[config.mk]
export PLATFORM = sky130hd
export DESIGN_NAME = telnet_receive_option_negotiator_unit
export DESIGN_NICKNAME = d
export VERILOG_FILES = /design/src/rtl/core/tronu_pkg.sv /design/src/rtl/core/tronu_front.sv /design/src/rtl/core/tronu_queue.sv /design/src/rtl/core/tronu_back.sv /design/src/rtl/core/telnet_receive_option_negotiator_unit.sv
export SDC_FILE = /design/constraint.sdc
export NUM_CORES = 1
export LEC_CHECK = 0
export BUFFER_PORTS_ARGS = -buffer_cell sky130_fd_sc_hd__buf_2
export CAP_MARGIN = 20
export CORE_MARGIN = 2
export CORE_UTILIZATION = 55
export CTS_CLUSTER_SIZE = 30
export DETAILED_ROUTE_END_ITERATION = 6
export GPL_ROUTABILITY_DRIVEN = 1
export PLACE_DENSITY_LB_ADDON = 0.25
export SLEW_MARGIN = 10
export SYNTH_ARGS = -nofsm -noshare
export SYNTH_HDL_FRONTEND = slang
export SYNTH_SLANG_ARGS = --single-unit
[constraint.sdc]
create_clock -name aclk -period 3.6 [get_ports aclk]
set_clock_uncertainty 0.1 [all_clocks]
set_input_delay 1.08 -clock aclk [delete_from_list [all_inputs] [get_ports aclk]]
set_output_delay 1.08 -clock aclk [all_outputs]
set_load 0.02 [all_outputs]
[src/rtl/core/tronu_pkg.sv]
package tronu_pkg;

    // Telnet command and character codes.
    localparam logic [7:0] T_IAC  = 8'd255;
    localparam logic [7:0] T_DONT = 8'd254;
    localparam logic [7:0] T_DO   = 8'd253;
    localparam logic [7:0] T_WONT = 8'd252;
    localparam logic [7:0] T_WILL = 8'd251;
    localparam logic [7:0] T_SB   = 8'd250;
    localparam logic [7:0] T_AYT  = 8'd246;
    localparam logic [7:0] T_NOP  = 8'd241;
    localparam logic [7:0] T_CR   = 8'd13;
    localparam logic [7:0] T_LF   = 8'd10;
    localparam logic [7:0] T_NUL  = 8'd0;

    // Option flags after reset: echo and suppress-go-ahead locally, SGA remotely.
    localparam logic [3:0] LOCAL_OPTS_RESET  = 4'b1010;
    localparam logic [3:0] REMOTE_OPTS_RESET = 4'b1000;

    localparam int SUBNEG_MAX_BYTES_DEFAULT = 128;

    // Depth of the queue between the parser and the result sequencer.
    localparam int QUEUE_DEPTH = 4;

    // Destination of one result.
    localparam logic DEST_APP  = 1'b0;
    localparam logic DEST_PEER = 1'b1;

    typedef enum logic [2:0] {
        PS_DATA,
        PS_IAC,
        PS_WILL,
        PS_WONT,
        PS_DO,
        PS_DONT,
        PS_SB,
        PS_SBIAC
    } parse_state_t;

    // Kind of work that one queue entry carries.
    typedef enum logic [1:0] {
        ENT_DATA,
        ENT_AYT,
        ENT_REPLY
    } entry_kind_t;

    typedef struct packed {
        entry_kind_t kind;
        logic [7:0]  cmd;
        logic [7:0]  data;
    } entry_t;

    // Flag of an option; options above three have no flag.
    function automatic logic opt_flag(input logic [3:0] flags, input logic [7:0] opt);
        return (opt[7:2] == 6'd0) ? flags[opt[1:0]] : 1'b0;
    endfunction

    // Options whose state is tracked: binary, echo and suppress-go-ahead.
    function automatic logic kept_option(input logic [7:0] opt);
        return (opt == 8'd0) || (opt == 8'd1) || (opt == 8'd3);
    endfunction

    function automatic logic [3:0] opt_mask(input logic [7:0] opt);
        return 4'b0001 << opt[1:0];
    endfunction

endpackage

[src/rtl/core/tronu_front.sv]
module tronu_front
    import tronu_pkg::*;
#(
    parameter int SUBNEG_MAX_BYTES = SUBNEG_MAX_BYTES_DEFAULT
) (
    input  logic       aclk,
    input  logic       aresetn,
    input  logic       in_valid,
    output logic       in_ready,
    input  logic [7:0] in_byte,
    input  logic       q_full,
    output logic       q_push,
    output entry_t     q_entry
);

    localparam int CW = $clog2(SUBNEG_MAX_BYTES + 1);

    parse_state_t   state_reg, state_next;
    logic           cr_reg, cr_next;
    logic [CW-1:0]  count_reg, count_next;
    logic [CW-1:0]  count_inc;
    logic [3:0]     local_reg, local_next;
    logic [3:0]     remote_reg, remote_next;
    logic           push;
    logic           accept;

    assign in_ready  = !q_full;
    assign accept    = in_valid && in_ready;
    assign q_push    = accept && push;
    assign count_inc = count_reg + 1'b1;

    // Parser state registers, updated on every input transfer.
    always_ff @(posedge aclk) begin
        if (!aresetn) begin
            state_reg  <= PS_DATA;
            cr_reg     <= 1'b0;
            count_reg  <= '0;
            local_reg  <= LOCAL_OPTS_RESET;
            remote_reg <= REMOTE_OPTS_RESET;
        end else if (accept) begin
            state_reg  <= state_next;
            cr_reg     <= cr_next;
            count_reg  <= count_next;
            local_reg  <= local_next;
            remote_reg <= remote_next;
        end
    end

    // Classify the byte and decide what work it leaves for the back end.
    always_comb begin
        state_next    = state_reg;
        cr_next       = 1'b0;
        count_next    = count_reg;
        local_next    = local_reg;
        remote_next   = remote_reg;
        push          = 1'b0;
        q_entry.kind  = ENT_DATA;
        q_entry.cmd   = T_IAC;
        q_entry.data  = in_byte;
        unique case (state_reg)
            PS_DATA: begin
                if (cr_reg && (in_byte == T_NUL || in_byte == T_LF)) begin
                    push = 1'b0;
                end else if (in_byte == T_IAC) begin
                    state_next = PS_IAC;
                end else begin
                    push = 1'b1;
                    if (in_byte == T_CR) begin
                        cr_next      = 1'b1;
                        q_entry.data = T_LF;
                    end
                end
            end
            PS_IAC: begin
                state_next = PS_DATA;
                priority if (in_byte == T_IAC) begin
                    push = 1'b1;
                end else if (in_byte == T_AYT) begin
                    push         = 1'b1;
                    q_entry.kind = ENT_AYT;
                end else if (in_byte == T_WILL) begin
                    state_next = PS_WILL;
                end else if (in_byte == T_WONT) begin
                    state_next = PS_WONT;
                end else if (in_byte == T_DO) begin
                    state_next = PS_DO;
                end else if (in_byte == T_DONT) begin
                    state_next = PS_DONT;
                end else if (in_byte == T_SB) begin
                    state_next = PS_SB;
                    count_next = '0;
                end else begin
                    state_next = PS_DATA;
                end
            end
            PS_WILL: begin
                state_next   = PS_DATA;
                q_entry.kind = ENT_REPLY;
                if (!opt_flag(remote_reg, in_byte)) begin
                    push = 1'b1;
                    if (kept_option(in_byte)) begin
                        remote_next = remote_reg | opt_mask(in_byte);
                        q_entry.cmd = T_DO;
                    end else begin
                        q_entry.cmd = T_DONT;
                    end
                end
            end
            PS_WONT: begin
                state_next   = PS_DATA;
                q_entry.kind = ENT_REPLY;
                q_entry.cmd  = T_DONT;
                if (opt_flag(remote_reg, in_byte)) begin
                    push        = 1'b1;
                    remote_next = remote_reg & ~opt_mask(in_byte);
                end
            end
            PS_DO: begin
                state_next   = PS_DATA;
                q_entry.kind = ENT_REPLY;
                if (!opt_flag(local_reg, in_byte)) begin
                    push = 1'b1;
                    if (kept_option(in_byte)) begin
                        local_next  = local_reg | opt_mask(in_byte);
                        q_entry.cmd = T_WILL;
                    end else begin
                        q_entry.cmd = T_WONT;
                    end
                end
            end
            PS_DONT: begin
                state_next   = PS_DATA;
                q_entry.kind = ENT_REPLY;
                q_entry.cmd  = T_WONT;
                if (opt_flag(local_reg, in_byte)) begin
                    push       = 1'b1;
                    local_next = local_reg & ~opt_mask(in_byte);
                end
            end
            PS_SB: begin
                if (in_byte == T_IAC) begin
                    state_next = PS_SBIAC;
                end else if (count_inc >= CW'(SUBNEG_MAX_BYTES)) begin
                    state_next = PS_DATA;
                    count_next = '0;
                end else begin
                    count_next = count_inc;
                end
            end
            PS_SBIAC: begin
                state_next = PS_DATA;
                count_next = '0;
            end
        endcase
    end

endmodule

[src/rtl/core/tronu_queue.sv]
module tronu_queue
    import tronu_pkg::*;
(
    input  logic   aclk,
    input  logic   aresetn,
    input  logic   push,
    input  entry_t push_entry,
    output logic   full,
    input  logic   pop,
    output logic   head_valid,
    output entry_t head_entry
);

    localparam int PW = $clog2(QUEUE_DEPTH);
    localparam int NW = $clog2(QUEUE_DEPTH + 1);

    entry_t         mem [QUEUE_DEPTH];
    logic [PW-1:0]  wr_ptr_reg;
    logic [PW-1:0]  rd_ptr_reg;
    logic [NW-1:0]  fill_reg;
    logic           do_pop;

    assign full       = (fill_reg == NW'(QUEUE_DEPTH));
    assign head_valid = (fill_reg != '0);
    assign head_entry = mem[rd_ptr_reg];
    assign do_pop     = pop && head_valid;

    // Entry storage.
    always_ff @(posedge aclk) begin
        if (push) begin
            mem[wr_ptr_reg] <= push_entry;
        end
    end

    // Pointers and fill level.
    always_ff @(posedge aclk) begin
        if (!aresetn) begin
            wr_ptr_reg <= '0;
            rd_ptr_reg <= '0;
            fill_reg   <= '0;
        end else begin
            if (push) begin
                wr_ptr_reg <= (wr_ptr_reg == PW'(QUEUE_DEPTH - 1)) ? '0 : wr_ptr_reg + 1'b1;
            end
            if (do_pop) begin
                rd_ptr_reg <= (rd_ptr_reg == PW'(QUEUE_DEPTH - 1)) ? '0 : rd_ptr_reg + 1'b1;
            end
            if (push && !do_pop) begin
                fill_reg <= fill_reg + 1'b1;
            end else if (!push && do_pop) begin
                fill_reg <= fill_reg - 1'b1;
            end
        end
    end

endmodule

[src/rtl/core/tronu_back.sv]
module tronu_back
    import tronu_pkg::*;
(
    input  logic       aclk,
    input  logic       aresetn,
    input  logic       head_valid,
    input  entry_t     head_entry,
    output logic       pop,
    output logic       out_valid,
    input  logic       out_ready,
    output logic       out_dest,
    output logic [7:0] out_byte,
    output logic       out_last
);

    logic       valid_reg;
    logic       dest_reg, dest_next;
    logic [7:0] byte_reg, byte_next;
    logic       last_reg, last_next;
    logic [1:0] idx_reg;
    logic       load;

    assign load      = head_valid && (!valid_reg || out_ready);
    assign pop       = load && last_next;
    assign out_valid = valid_reg;
    assign out_dest  = dest_reg;
    assign out_byte  = byte_reg;
    assign out_last  = last_reg;

    // Pick the result byte for the current position within the entry.
    always_comb begin
        dest_next = DEST_PEER;
        byte_next = T_IAC;
        last_next = 1'b0;
        unique case (head_entry.kind)
            ENT_DATA: begin
                dest_next = DEST_APP;
                byte_next = head_entry.data;
                last_next = 1'b1;
            end
            ENT_AYT: begin
                if (idx_reg != 2'd0) begin
                    byte_next = T_NOP;
                    last_next = 1'b1;
                end
            end
            ENT_REPLY: begin
                if (idx_reg == 2'd1) begin
                    byte_next = head_entry.cmd;
                end else if (idx_reg == 2'd2) begin
                    byte_next = head_entry.data;
                    last_next = 1'b1;
                end
            end
            default: begin
                last_next = 1'b1;
            end
        endcase
    end

    // Output register and position counter.
    always_ff @(posedge aclk) begin
        if (!aresetn) begin
            valid_reg <= 1'b0;
            idx_reg   <= 2'd0;
        end else begin
            if (load) begin
                valid_reg <= 1'b1;
                idx_reg   <= last_next ? 2'd0 : idx_reg + 1'b1;
            end else if (out_ready) begin
                valid_reg <= 1'b0;
            end
        end
    end

    always_ff @(posedge aclk) begin
        if (load) begin
            dest_reg <= dest_next;
            byte_reg <= byte_next;
            last_reg <= last_next;
        end
    end

endmodule

[src/rtl/core/telnet_receive_option_negotiator_unit.sv]
// Telnet receive-side option negotiator.
//
// Input channel (s_valid, s_ready, s_rx_byte) takes one received byte per
// transfer. Result channel (m_valid, m_ready, m_destination, m_out_byte,
// m_last) gives zero to three results per input byte: data bytes for the
// application (destination 0) or reply bytes for the peer (destination 1).
// m_last marks the final result of one input byte.
//
// A parser accepts one byte per cycle while the queue is not full and writes
// the work it leaves into a four-entry queue; a sequencer expands each entry
// into its results, one per cycle while the receiver is ready, through the
// output register. The first result of a byte is registered first in the
// queue, behind any earlier entries, and then in the output register. A data
// byte gives one result, and a three-byte reply gives three on the output.
//
// Reset clears the parser to the data state with echo and suppress-go-ahead
// set locally and suppress-go-ahead set remotely, and empties the queue.
// When the receiver stalls, the output holds, the queue fills, and s_ready
// drops once it is full.
module telnet_receive_option_negotiator_unit
    import tronu_pkg::*;
#(
    parameter int SUBNEG_MAX_BYTES = SUBNEG_MAX_BYTES_DEFAULT
) (
    input  logic       aclk,
    input  logic       aresetn,
    input  logic       s_valid,
    output logic       s_ready,
    input  logic [7:0] s_rx_byte,
    output logic       m_valid,
    input  logic       m_ready,
    output logic       m_destination,
    output logic [7:0] m_out_byte,
    output logic       m_last
);

    logic   q_full;
    logic   q_push;
    entry_t q_entry;
    logic   q_pop;
    logic   head_valid;
    entry_t head_entry;

    // Byte parser and option state.
    tronu_front #(
        .SUBNEG_MAX_BYTES(SUBNEG_MAX_BYTES)
    ) u_front (
        .aclk    (aclk),
        .aresetn (aresetn),
        .in_valid(s_valid),
        .in_ready(s_ready),
        .in_byte (s_rx_byte),
        .q_full  (q_full),
        .q_push  (q_push),
        .q_entry (q_entry)
    );

    // Work queue between parser and sequencer.
    tronu_queue u_queue (
        .aclk      (aclk),
        .aresetn   (aresetn),
        .push      (q_push),
        .push_entry(q_entry),
        .full      (q_full),
        .pop       (q_pop),
        .head_valid(head_valid),
        .head_entry(head_entry)
    );

    // Result sequencer and output register.
    tronu_back u_back (
        .aclk      (aclk),
        .aresetn   (aresetn),
        .head_valid(head_valid),
        .head_entry(head_entry),
        .pop       (q_pop),
        .out_valid (m_valid),
        .out_ready (m_ready),
        .out_dest  (m_destination),
        .out_byte  (m_out_byte),
        .out_last  (m_last)
    );

endmodule

## After elaboration in Yosys (flattened, before gate mapping)

Memories as Yosys holds them, arrays and structs flattened. A register that Yosys moved wholly into a read port is not among the register bits.
Cells that the tools add are included.

- $add $sub $neg: 6
- $mul: 0
- Divide/modulo/power cells: 0
- $lt $le $gt $ge: 2
- Equality and inequality tests: 42
- Shifts and indexed selects: 1
- Muxes and demuxes: 81
- Bitwise operators: 5
- Reduce and logical (&&, ||, !) cells: 33

Operators by type and width:

| operator | count |
|---|---|
| 2-to-1 mux 8 bit | 15 |
| == test 8 bit (second input constant) | 7 |
| one-hot mux 8 bit (3 select lines) | 2 |
| 2-to-1 mux 3 bit | 15 |
| 2-to-1 mux 4 bit | 7 |
| 2-to-1 mux 1 bit | 25 |
| one-hot mux 3 bit (4 select lines) | 2 |
| inequality test 2 bit (second input constant) | 10 |
| == test 8 x 4 -> 1 bit (second input constant) | 2 |
| 2-to-1 mux 2 bit | 8 |
| one-hot mux 4 bit (2 select lines) | 2 |
| == test 3 bit (second input constant) | 5 |
| inequality test 2 x 1 -> 1 bit (second input constant) | 6 |
| AND reduction 10 bit | 1 |
| AND reduction 5 bit | 2 |
| nonzero test 2 bit | 5 |
| adder 8 x 1 -> 8 bit (second input constant) | 1 |
| bitwise AND 4 bit | 2 |
| == test 2 bit (second input constant) | 4 |
| == test 8 x 1 -> 1 bit (second input constant) | 1 |
| == test 8 x 2 -> 1 bit (second input constant) | 1 |
| greater-or-equal comparator 8 bit (second input constant) | 1 |
| logical AND 1 bit | 8 |
| logical NOT 8 bit | 1 |
| other kinds (24) | 37 |

- Bits in registers: 40
- Bits in latches: 0
- Memory bits (writable): 52
- ROM bits: 0
- Input port bits: 12
- Output and inout port bits: 12
- Logic and storage cells: 184
- Memories: 1

Memory list:

| name | depth | width | rd ports | clocked after memory_dff | write ports | line | text |
|---|---|---|---|---|---|---|---|
| u_queue.mem | 4 | 13 | 1 | 1 | 1 | tronu_queue.sv:17 | `entry_t mem [QUEUE_DEPTH];` |

## Logic depth before layout (Yosys ltp)

Gate-level depths: netlist (run 1).

- Depth after elaboration: 10
- Gate-level depth with buffers: 15

## Modules after synthesis

From an unflattened synthesis (run 1), not the netlist that was laid out.

- Cell total of the unflattened synthesis: 411
- Area, all modules: 5388.9 µm²

By module, submodules not included:

| module | instances | cells each | area an instance (µm²) | sequential area each (µm²) |
|---|---|---|---|---|
| tronu_queue | 1 | 140 | 3098.0 | 2342.2 |
| tronu_front | 1 | 200 | 1485.2 | 400.4 |
| tronu_back | 1 | 71 | 805.8 | 360.3 |

## Worst setup path after synthesis (run 1)

Ideal clock, no wire load.

- Path kind: input -> register
- Start point: input port s_rx_byte[1]
- End point: register u_queue.fill_reg[2]
- Library setup time: 0.071 ns
- Arrival time: 3.491 ns
- Required time: 3.429 ns
- Path slack: -0.062 ns
- Stages on the path: 11
- Path buffers: 1
- Cells stage by stage: buf_1 -> mux4_1 -> nor3_1 -> nor2_1 -> a31oi_1 -> ha_1 -> inv_1 -> fa_1 -> xor2_1 -> or3_1 -> a21oi_1

- Cells in the longest elaborated chain, start to end: 9
- Elaborated cells on any way between the ends: 27

RTL lines:

| item | line | text |
|---|---|---|
| from (decl) | telnet_receive_option_negotiator_unit.sv:29 | `input logic [7:0] s_rx_byte,` |
| binary-select mux 1 bit (select 2 bit) (tied with other cells) | tronu_pkg.sv:55 | `return (opt[7:2] == 6'd0) ? flags[opt[1:0]] : 1'b0;` |
| 2-to-1 mux 1 bit (implied by the code) or logical OR 1 bit (tied branches) | tronu_pkg.sv:55, tronu_front.sv:62 |  |
| 2-to-1 mux 1 bit or logical AND 1 bit (tied branches) | tronu_pkg.sv:55, tronu_front.sv:62 |  |
| 2-to-1 mux 1 bit, on equally long branches | n/a |  |
| one-hot mux 1 bit (6 select lines) * | tronu_front.sv:60 | `unique case (state_reg)` |
| logical AND 1 bit * | tronu_front.sv:29 | `assign q_push = accept && push;` |
| net q_push | telnet_receive_option_negotiator_unit.sv:38 | `logic q_push;` |
| logical NOT 1 bit | tronu_queue.sv:50 | `end else if (!push && do_pop) begin` |
| logical AND 1 bit | tronu_queue.sv:50 |  |
| nonzero test 2 bit (no source line) | n/a |  |
| to (signal assigned) | tronu_queue.sv:49 | `fill_reg <= fill_reg + 1'b1;` |
| to (signal assigned) | tronu_queue.sv:51 | `fill_reg <= fill_reg - 1'b1;` |
| to (decl) | tronu_queue.sv:20 | `logic [NW-1:0] fill_reg;` |

The timed path passes the listed nets; every way through them passes the cells marked *. The select of a mux whose other input is x is not followed.
A chain may end at the register's enable or synchronous reset.

## Final worst setup path (run 1)

- Start point: input port s_rx_byte[0]
- End point: register u_queue.fill_reg[2]

Same word-level chain as after synthesis.

==> results of run 1 <==
[kinds of logic (layout without fill, tap and decap cells)]
group | after synthesis | count (layout) | share of synthesized area, %
XOR/XNOR | 4 | 4 | 0.764
AO/OA/AOI/OAI | 78 | 78 | 12.4
adder cells (fa/ha/maj) | 16 | 16 | 4.53
buffers and inverters | 40 | 87 | 3.38
multiplexers | 22 | 22 | 9.00
AND/OR/NAND/NOR | 132 | 132 | 15.3
flip-flops | 94 | 94 | 54.6
[synthesized netlist by cell type (2+ instances only)]
| master | n | share of area [%] |
|---|---|---|
| o21ai_0 | 11 | 1.2 |
| or2_2 | 3 | 0.41 |
| mux2i_1 | 6 | 1.3 |
| nor4b_1 | 2 | 0.38 |
| a31oi_1 | 6 | 0.82 |
| o22ai_1 | 3 | 0.41 |
| nor3_1 | 8 | 0.87 |
| a211oi_1 | 7 | 1.1 |
| ha_1 | 15 | 4.1 |
| or3b_2 | 3 | 0.57 |
| nand3b_1 | 4 | 0.65 |
| xor2_1 | 3 | 0.57 |
| dfxtp_1 | 32 | 14 |
| nor2_1 | 24 | 2.0 |
| o31ai_1 | 2 | 0.33 |
| nor2b_1 | 6 | 0.82 |
| nor4bb_1 | 2 | 0.44 |
| nand2_1 | 35 | 2.9 |
| edfxtp_1 | 62 | 41 |
| o31a_1 | 4 | 0.76 |
| clkbuf_1 | 21 | 1.7 |
| and3_1 | 3 | 0.41 |
| and2_1 | 9 | 1.2 |
| or3_1 | 5 | 0.68 |
| a41oi_1 | 2 | 0.38 |
| nand2b_1 | 6 | 0.82 |
| nand4_1 | 4 | 0.55 |
| or4_1 | 2 | 0.33 |
| nor4_1 | 6 | 0.82 |
| a21oi_1 | 13 | 1.4 |
| o21a_1 | 5 | 0.82 |
| mux4_2 | 14 | 6.9 |
| nand3_1 | 5 | 0.55 |
| o221ai_1 | 4 | 0.76 |
| inv_1 | 16 | 1.3 |
| a32oi_1 | 2 | 0.38 |
| o311ai_0 | 2 | 0.38 |
[power breakdown]
group	switching [mW]	internal [mW]
sequential	0.0697	1.35
combinational	0.608	0.429
clock	0.402	0.333
[critical path, stage by stage]
cell	delay (ns)
buf_2	0.14
mux4_2	0.55
nor3_2	0.15
a211oi_1	0.10
a31oi_1	0.15
buf_4	0.15
ha_1	0.16
inv_1	0.06
fa_1	0.44
xor2_1	0.18
or3_1	0.30
a21oi_1	0.14
[metal layers]
layer	share of wire, %	wire, um
met2	50	4810
met1	44	4210
met5	0	0
met3	3.3	319
met4	2.2	210
[worst max-delay path by stage]
stage	start	to	slack, ns	cells past startpoint
6_report	s_rx_byte[0]	u_queue.fill_reg[2]	0.20	12
5_1_grt	s_rx_byte[0]	u_queue.fill_reg[2]	0.005	12
4_1_cts	s_rx_byte[0]	u_queue.fill_reg[2]	0.11	12
3_5_place_dp	s_rx_byte[0]	u_queue.fill_reg[2]	-0.29	12
3_3_place_gp	s_rx_byte[0]	u_queue.fill_reg[2]	-0.23	12
2_1_floorplan	s_rx_byte[0]	u_queue.fill_reg[2]	0.001	10
[through the flow]
step	utilization (%)	instance area, sq um	setup TNS, ns	hold WS [ns]
finish	63.9	5190	0	0.349
floorplan	-	4600	0	0.307
detailed placement	61.3	4990	-0.407	0.338
CTS	63.8	5190	0	0.352
global placement	61.3	4990	-0.302	0.320
global route	63.9	5190	0	0.374
[repair_timing]
action                                  CTS  global route
resized for setup                         0             3
hold buffers                              0             0
endpoints found under the setup margin    0             1
[cell type report]
type / count / area, sq um / share of cell area [%]
multi-input cells: 252 / 1940 / 37.4
clock inverters: 7 / 78.8 / 1.52
well taps: 105 / 131 / 2.53
flip-flops and latches: 94 / 2500 / 48.2
clock buffers: 9 / 124 / 2.38
repair buffers: 55 / 355 / 6.84
inverters: 16 / 60.1 / 1.16
==> results.md, run 1 <==
* Worst Hold Path Cells at 2
* Dpl ws at -0.287 ns
* Cells after DPL at 522
* Htree depth at 3
* Layout Cells excl Fill at ~540
* Slew @ Worst Pin at 0.726 ns
* Pwr dens at 615 mW/mm^2
* Arr. time, crit path at ~3.6 ns
* Root buffer cell: clkbuf_8
* Number of global-route vias before repair at ~3.2k
* Grt total ovfl at 0
* Buffers on Ports at 23
* Share of layout cells above drive strength 1 at 23.3%
* Total Power at 3.20 mW
* Core footprint at 0.00813 sq mm
* I/O pin count at 24
* VDD IR max at 0.000227 V
* # DRC at 0
* Max cap viols at 0
* Worst-path clk slew at around 0.09 ns
* Via count at 3226
* Synthesized area at 0.00459 sq mm
* Share of flip-flops with an asynchronous set or reset at 0%
* Ant diodes at 0
* Synth cell types at 66
* Crit-path max FO at 5
* Die Width at between 90 and 100 um
* Type of the worst setup path: in -> reg
* Commonest non-fill, non-tap cell in the layout: edfxtp_1
* Post-DP HPWL at roughly 7000 um
* Met1 usage at between 20% and 30%
* #FFs+latches synth at 94
* Nets@finish at 456
* Worst Path Required at about 3.8 ns
* Crit. End Element: flip-flop
* Area grow syn2layout at 13.3%
* Post-Route WL at approximately 9600 um
* First-pass GRT wire length at 15300 um
* Post-Synthesis Cells at 386
* Slew HR at 51.5%
* Initial antenna violation count at 0
* R2R Setup Slk at between 0.3 and 0.4 ns
* TritonCTS buffer count at 9
* Clock tree buffer depth at 2
* Die Ht at 95.3 um
* Main synth FF type: edfxtp_1
* Post-CTS setup buffers at 0
* Post-layout min period at 3.40 ns
* Cells on worst reg2reg path at 12
* Fmax achieved at 294 MHz
* Largest net degree at the start of global routing at 23
* Syn Area/Cell at 11.9 sq um
* RSZ-0062 raised after global routing: no
* GRT busiest layer: met2
* Detailed Route Iter0 Violations at around 190
* First-pass DRT Iterations at 4
* Outcome: completed
* Synth Net Count at 414
* Post-synth EDFFs at 62
* Tcrit/Tclk final at 94.6%
* Post-DRT Antenna Nets at 0
* Routing usage on met3 at roughly 3.8%
* CP Launch Type: input pin
* Full die area at 0.00908 sq mm
* Tot GR Track Use at 22.7%
* HP Class: reg -> reg
* Final GP Congestion at 0.924
* Post-route setup slack at 0.195 ns
* Row count at 33
* Ys Warns at 0
* Clk_lat worst skew at 0.37 ns
* Initial Util at ~56%
* Post-DR vias/cell at between 5 and 6
* Final hold violations at 0
* CTS tree: done
* Pins Over Slew Limit at 0
* Fill cell count at about 630
* Sequential element share of the synthesized area at 54.6%
* Commonest cells after routing, fill and taps aside: edfxtp_1, nand2_1, dfxtp_1, buf_4, nor2_1
* Met2 track demand over resource at 39.5%
* Terminus of the critical flop-to-flop path: u_queue.fill_reg[2]
* Wire length per cell at 17.8 um
* Leakage power at 1.82 nW
* Final Setup Violations at 0
* # clock sinks at 94
(Power assumes the default switching activity.)
==> run 2, diff against run 1 <==
- CELL_PAD_IN_SITES_DETAIL_PLACEMENT: unset -> 1
- CELL_PAD_IN_SITES_GLOBAL_PLACEMENT: unset -> 2
- CORE_UTILIZATION: 55 -> 45
- clock period: 3.6 -> 4.2 ns (I/O delays scaled with it)
==> run 2 against run 1 <==
Effect of this change:
- sequential share of layout area is 1.1 points higher
- hold slack worse by 0.0062 ns
- clock power is 20% lower
- via count fell by 1.2%
- combinational power fell by 17%
- cell area shrank 2.2%
- global-route usage down 2.5 points
- routed wire length is 7.6% higher
- die area increased by 21%
- setup slack improved by 0.20 ns
- power decreased by 17%
- first-iteration DRC count decreased by 38%
- largest power group unchanged
==> results.md, run 2 (synthesis gave the netlist of run 1 again) <==
* Outcome: completed
* # clock sinks at 94 (unchanged)
* I/O pin count at 24 (unchanged)
* Comb power frac at 32.4% (about the same)
* Commonest cells after routing, fill and taps aside: edfxtp_1, nand2_1, dfxtp_1
* Psw at 0.891 mW (-17%)
* Fmax achieved at about 260 MHz
* Critical Path Start: s_rx_byte[0]
* Final GP Congestion at 0.766 (-17%)
* Final hold violations at 0 (unchanged)
* Post-Route WL at 10300 um (+7.6%)
* Root buffer cell: clkbuf_8
* Detailed Route Iter0 Violations at 120 (-38%)
* Post-cts sizing count at 0 (unchanged)
* VDD IR max at 0.000185 V (-18%)
* First-pass GRT wire length at 17300 um (+13%)
* HP Class: reg -> reg
* Commonest non-fill, non-tap cell in the layout: edfxtp_1
* Htree depth at 3 (unchanged)
* Full die area at 0.0110 sq mm (+21%)
* Worst path cell trace: buf_2 -> mux4_1 -> nor3_1 -> nor2_1 -> a31oi_1 -> ha_1 -> inv_1 -> fa_1 -> xor2_1 -> or3_1 -> a21oi_1
* Worst Path Required at 4.38 ns (+0.59 ns)
* Leakage power at 1.73 nW (-4.7%)
* Terminus of the critical flop-to-flop path: u_queue.fill_reg[2]
* Die Width at 105 um (+10%)
* # hold bufs at CTS at 0 (unchanged)
* Slew HR at 49.4% (-2.1 points)
* First-pass DRT Iterations at 4 (unchanged)
* Final Setup Violations at 0 (unchanged)
* Number of global-route vias before repair at 3370 (+6.4%)
* Grt total ovfl at 0 (unchanged)
* Crit-path max FO at 3 (-2)
* Worst path slowest cell: mux4_1
* Clk pwr share at 22.0% (-1.0 points)
* Ant diodes at 0 (unchanged)
* Worst-path clk slew at 0.09 ns (about the same)
* Pins Over Slew Limit at 0 (unchanged)
* Via count at 3188 (-1.2%)
* Post-DP HPWL at 7540 um (+9.9%)
* TritonCTS buffer count at 9 (unchanged)
* Buffers on Ports at 23 (unchanged)
* Post-layout min period at 3.81 ns
* Clk_lat worst skew at 0.36 ns (about the same)
* Core footprint at 0.00982 sq mm (+21%)
* CTS tree: done
* CP Launch Type: input pin
* Wire length per cell at 18.7 um (+5.4%)
* Slew @ Worst Pin at 0.758 ns (+0.0313 ns)
* Row count at 36 (+9.1%)
* Net Sw Frac at 33.4% (-0.35 points)
* Post-CTS setup buffers at 0 (unchanged)
* # DRC at 0 (unchanged)
* Worst Hold Path Cells at 2 (unchanged)
* Max cap viols at 0 (unchanged)
* Share of layout cells above drive strength 1 at 18.8% (-4.6 points)
* Final setup TNS at 0 ns (unchanged)
* Pwr dens at 525 mW/mm^2 (-15%)
* Footprint of the multi-input gates at 0.00193 sq mm (-0.77%)
* Tcrit/Tclk final at slightly above 90%
* Cells on worst reg2reg path at 13 (+1)
* Sequential Power Share at 45.6% (+1.0 points)
* Crit. End Element: flip-flop
* Post-DRT Antenna Nets at 0 (unchanged)
* Pint at 1.77 mW (-16%)
* Tot GR Track Use at 20.2% (-2.5 points)
* RSZ-0062 raised after global routing: no
* Type of the worst setup path: in -> reg
* Clock tree buffer depth at 2 (unchanged)
* Initial Util at 46.7% (-9.7 points)
* Area grow syn2layout at 10.8%
* Register Area at 0.00250 sq mm (unchanged)
* Arr. time, crit path at 3.98 ns (+0.38 ns)
* Fill cell count at 1078 (+71%)
* Post-DR vias/cell at 5.81 (-3.2%)
* Largest net degree at the start of global routing at 23 (unchanged)
* R2R Setup Slk at 0.67 ns (+0.36 ns)
* Worst hold slack at 0.343 ns (-0.00621 ns)
* Slowest Stage Delay on Critical Path at 0.61 ns (+0.06 ns)
* Initial antenna violation count at 0 (unchanged)
* Die Ht at 105 um (+10%)
* Nets@finish at 440 (-3.5%)
run 2: power by group through the flow:
stage	clock network [mW]	logic, mW	registers [mW]
2_1_floorplan	0	0.543	1.30
3_3_place_gp	0	0.837	1.23
3_5_place_dp	0	0.873	1.24
4_1_cts	0.600	0.877	1.22
5_1_grt	0.638	0.968	1.23
6_report	0.586	0.863	1.22
run 2: worst max path at each step:
stage	end	slack, ns	cells after the start
CTS	u_queue.fill_reg[2]	0.44	11
detailed placement	u_queue.fill_reg[2]	0.06	11
global route	u_queue.fill_reg[2]	0.18	11
finish	u_queue.fill_reg[2]	0.39	11
global placement	u_queue.fill_reg[2]	0.12	11
floorplan	u_queue.fill_reg[2]	0.36	11
run 2: final cells by class:
class / count / share of cell area [%]
multi-input cells: 252 / 38.0
clock inverters: 6 / 1.23
clock buffers: 9 / 2.44
repair buffers: 39 / 4.63
well taps: 133 / 3.28
inverters: 16 / 1.18
flip-flops and latches: 94 / 49.3
run 2: critical path, delay by kind of cell:
family / cells / cell delay [ns]
and+or+nand+nor: 3 / 0.61
xor gates and xnor gates: 1 / 0.18
muxes: 1 / 0.61
buffers and inverters: 2 / 0.20
AOI/OAI and AO/OA: 2 / 0.47
adders and majority gates: 2 / 0.66
run 2: per-layer routing:
metal	GRT usage [%]	up-vias	wire [um]
li1	-	1514	-
met1	24.7	1618	4460
met2	35.5	41	5330
met3	3.68	15	294
met4	7.33	0	190
met5	0	-	0
run 2: per-stage QoR:
step	instances	area, sq um	total power, mW	util, %	worst slack, ns
finish	549	5080	2.66	51.7	0.394
global route	549	5080	2.83	51.7	0.183
CTS	549	5080	2.70	51.7	0.439
detailed placement	534	4890	2.11	49.8	0.0622
global placement	534	4890	2.07	49.8	0.116
floorplan	386	4590	1.85	-	0.358
==> run 3, diff against run 2 <==
- CORE_MARGIN: 2 -> 1.5
- RECOVER_POWER: unset -> 100
==> run 3 against run 2 <==
Effect of this change:
- sequential share of layout area is 0.65 points higher
- critical endpoint unchanged
- highest routed layer unchanged
- non-clock buffer count stayed put
- combinational power is 4.1% lower
==> results.md, run 3 (synthesis gave the netlist of run 1 again) <==
* Initial Util at 46.7% (unchanged)
* Max cap viols at 0 (unchanged)
* Tot GR Track Use at 20.3% (+0.14 points)
* Post-route setup slack at 0.328 ns (-0.0665 ns)
* TritonCTS buffer count at 9 (unchanged)
* Root buffer cell: clkbuf_8
* Htree depth at 3 (unchanged)
* Pins Over Slew Limit at 0 (unchanged)
* Post-cts sizing count at 0 (unchanged)
* Number of global-route vias before repair at 3291 (-2.3%)
* Area grow syn2layout at 9.30%
* Footprint of the multi-input gates at 0.00190 sq mm (-1.4%)
* # clock sinks at 94 (unchanged)
* Share of layout cells above drive strength 1 at 12.5% (-6.3 points)
* Worst-path clk slew at 0.09 ns (about the same)
* Worst Path Required at 4.37 ns (about the same)
* Detailed Route Iter0 Violations at 164 (+37%)
* Final GP Congestion at 0.808 (+5.4%)
* Nets@finish at 440 (unchanged)
* Met1 usage at 25.0% (+0.31 points)
* Pwr dens at 531 mW/mm^2 (+1.2%)
* Die Ht at 104 um (-0.95%)
* CP delay by family, top: simple AND/OR/NAND/NOR gates
* Core footprint at 0.00982 sq mm (unchanged)
* Row count at 36 (unchanged)
* Worst path slowest cell: mux4_1
* Slowest Stage Delay on Critical Path at 0.60 ns (about the same)
* Post-DR vias/cell at 5.75 (-0.96%)
* Crit. End Element: flip-flop
* Dpl ws at 0.0756 ns (+0.0133 ns)
* Clk_lat worst skew at 0.35 ns (about the same)
* Tcrit/Tclk final at 92.2% (+1.6 points)
* Slew @ Worst Pin at 1.21 ns (+0.450 ns)
* Worst hold slack at 0.340 ns (-0.00284 ns)
* Arr. time, crit path at 4.05 ns (+0.07 ns)
* Commonest non-fill, non-tap cell in the layout: edfxtp_1
* Met2 track demand over resource at 36.8% (+1.3 points)
* GRT busiest layer: met2
* Final Setup Violations at 0 (unchanged)
* Post-CTS setup buffers at 0 (unchanged)
* First-pass DRT Iterations at 4 (unchanged)
* Fill cell count at 1088 (+0.93%)
* Largest net degree at the start of global routing at 23 (unchanged)
* I/O pin count at 24 (unchanged)
* Outcome: completed
* First-pass GRT wire length at 17200 um (-0.68%)
* RSZ-0062 raised after global routing: no
* Clock tree buffer depth at 2 (unchanged)
* Buffers on Ports at 23 (unchanged)
* Post-DRT Antenna Nets at 0 (unchanged)
* VDD IR max at 0.000206 V (+11%)
* Type of the worst setup path: in -> reg
* Final core utilization at 51.0% (-0.68 points)
* HP Class: reg -> reg
* Worst path cell trace: buf_2 -> mux4_1 -> nor3_1 -> nor2_1 -> a31oi_1 -> buf_4 -> ha_1 -> inv_1 -> fa_1 -> xor2_1 -> or3_1 -> a21oi_1
* Crit path buf inv count at 3 (+1)
* Post-layout min period at 3.87 ns (+0.0665 ns)
* # hold bufs at CTS at 0 (unchanged)
* Crit-path max FO at 5 (+2)
* Grt total ovfl at 0 (unchanged)
* Die Width at 104 um (-0.95%)
* Slew HR at 17.4% (-32 points)
* Critical Path Start: s_rx_byte[0]
* Routing usage on met3 at 3.45% (-0.23 points)
* Via count at 3163 (-0.78%)
* Post-DP HPWL at 7680 um (+1.8%)
* Wire length per cell at 18.9 um (+1.2%)
* Leakage power at 1.67 nW (-3.7%)
* Register Area at 0.00250 sq mm (unchanged)
* CP Launch Type: input pin
* Post-Route WL at 10400 um (+1.4%)
* Full die area at 0.0108 sq mm (-1.9%)
* CTS tree: done
* Ant diodes at 0 (unchanged)
* Initial antenna violation count at 0 (unchanged)
* Commonest cells after routing, fill and taps aside: edfxtp_1, nand2_1, dfxtp_1
* # DRC at 0 (unchanged)
* Final setup TNS at 0 ns (unchanged)
* Final hold violations at 0 (unchanged)
* Fmax achieved at 258 MHz (-1.7%)
run 3: cell count changes in the layout (fill, tap and decap cells not counted), moves of 2 or more:
cell,previous run,this run
and2_1,9,6
buf_2,23,6
buf_4,16,9
clkbuf_1,0,25
clkinv_1,2,0
inv_6,1,3
and2_0,0,3
run 3: cell type report:
type / instances / area share (%)
clock buffer: 10 / 2.55
sequential: 94 / 49.9
clock inverter: 6 / 1.35
inverter: 16 / 1.20
timing repair buffer: 39 / 3.74
tap: 133 / 3.32
multi-input combinational: 252 / 37.9
run 3: final timing paths:
path,endpoint,slack [ns],cells past startpoint
setup / recovery,u_queue.fill_reg[2],0.33,12
hold / removal,flip-flop,0.34,2
setup reg to reg,u_queue.fill_reg[2],0.59,12
hold reg to reg,flip-flop,0.34,2
run 3: routing by layer:
layer  wire (um)  vias to the layer above
li1            -                     1512
met1        4610                     1602
met2        5490                       43
met3         244                        6
met4          74                        0
met5           0                        -
run 3: stage by stage:
| step | instance area [sq um] | power (mW) | instances |
|---|---|---|---|
| 2_1_floorplan | 4590 | 1.85 | 386 |
| 3_3_place_gp | 4890 | 2.06 | 534 |
| 3_5_place_dp | 4890 | 2.11 | 534 |
| 4_1_cts | 5090 | 2.72 | 550 |
| 5_1_grt | 5010 | 2.83 | 550 |
| 6_report | 5010 | 2.66 | 550 |
run 3: tightest hold or removal path, stage by stage (launching register included):
cell and delay [ns]:
dfxtp_1 0.32, nand2_1 0.05, a31oi_1 0.03
run 3: power breakdown:
part | internal (mW) | total [mW] | leakage [nW] | switching (mW)
Combinational | 0.316 | 0.828 | 0.762 | 0.512
Sequential | 1.16 | 1.23 | 0.806 | 0.0695
Clock | 0.282 | 0.602 | 0.102 | 0.321
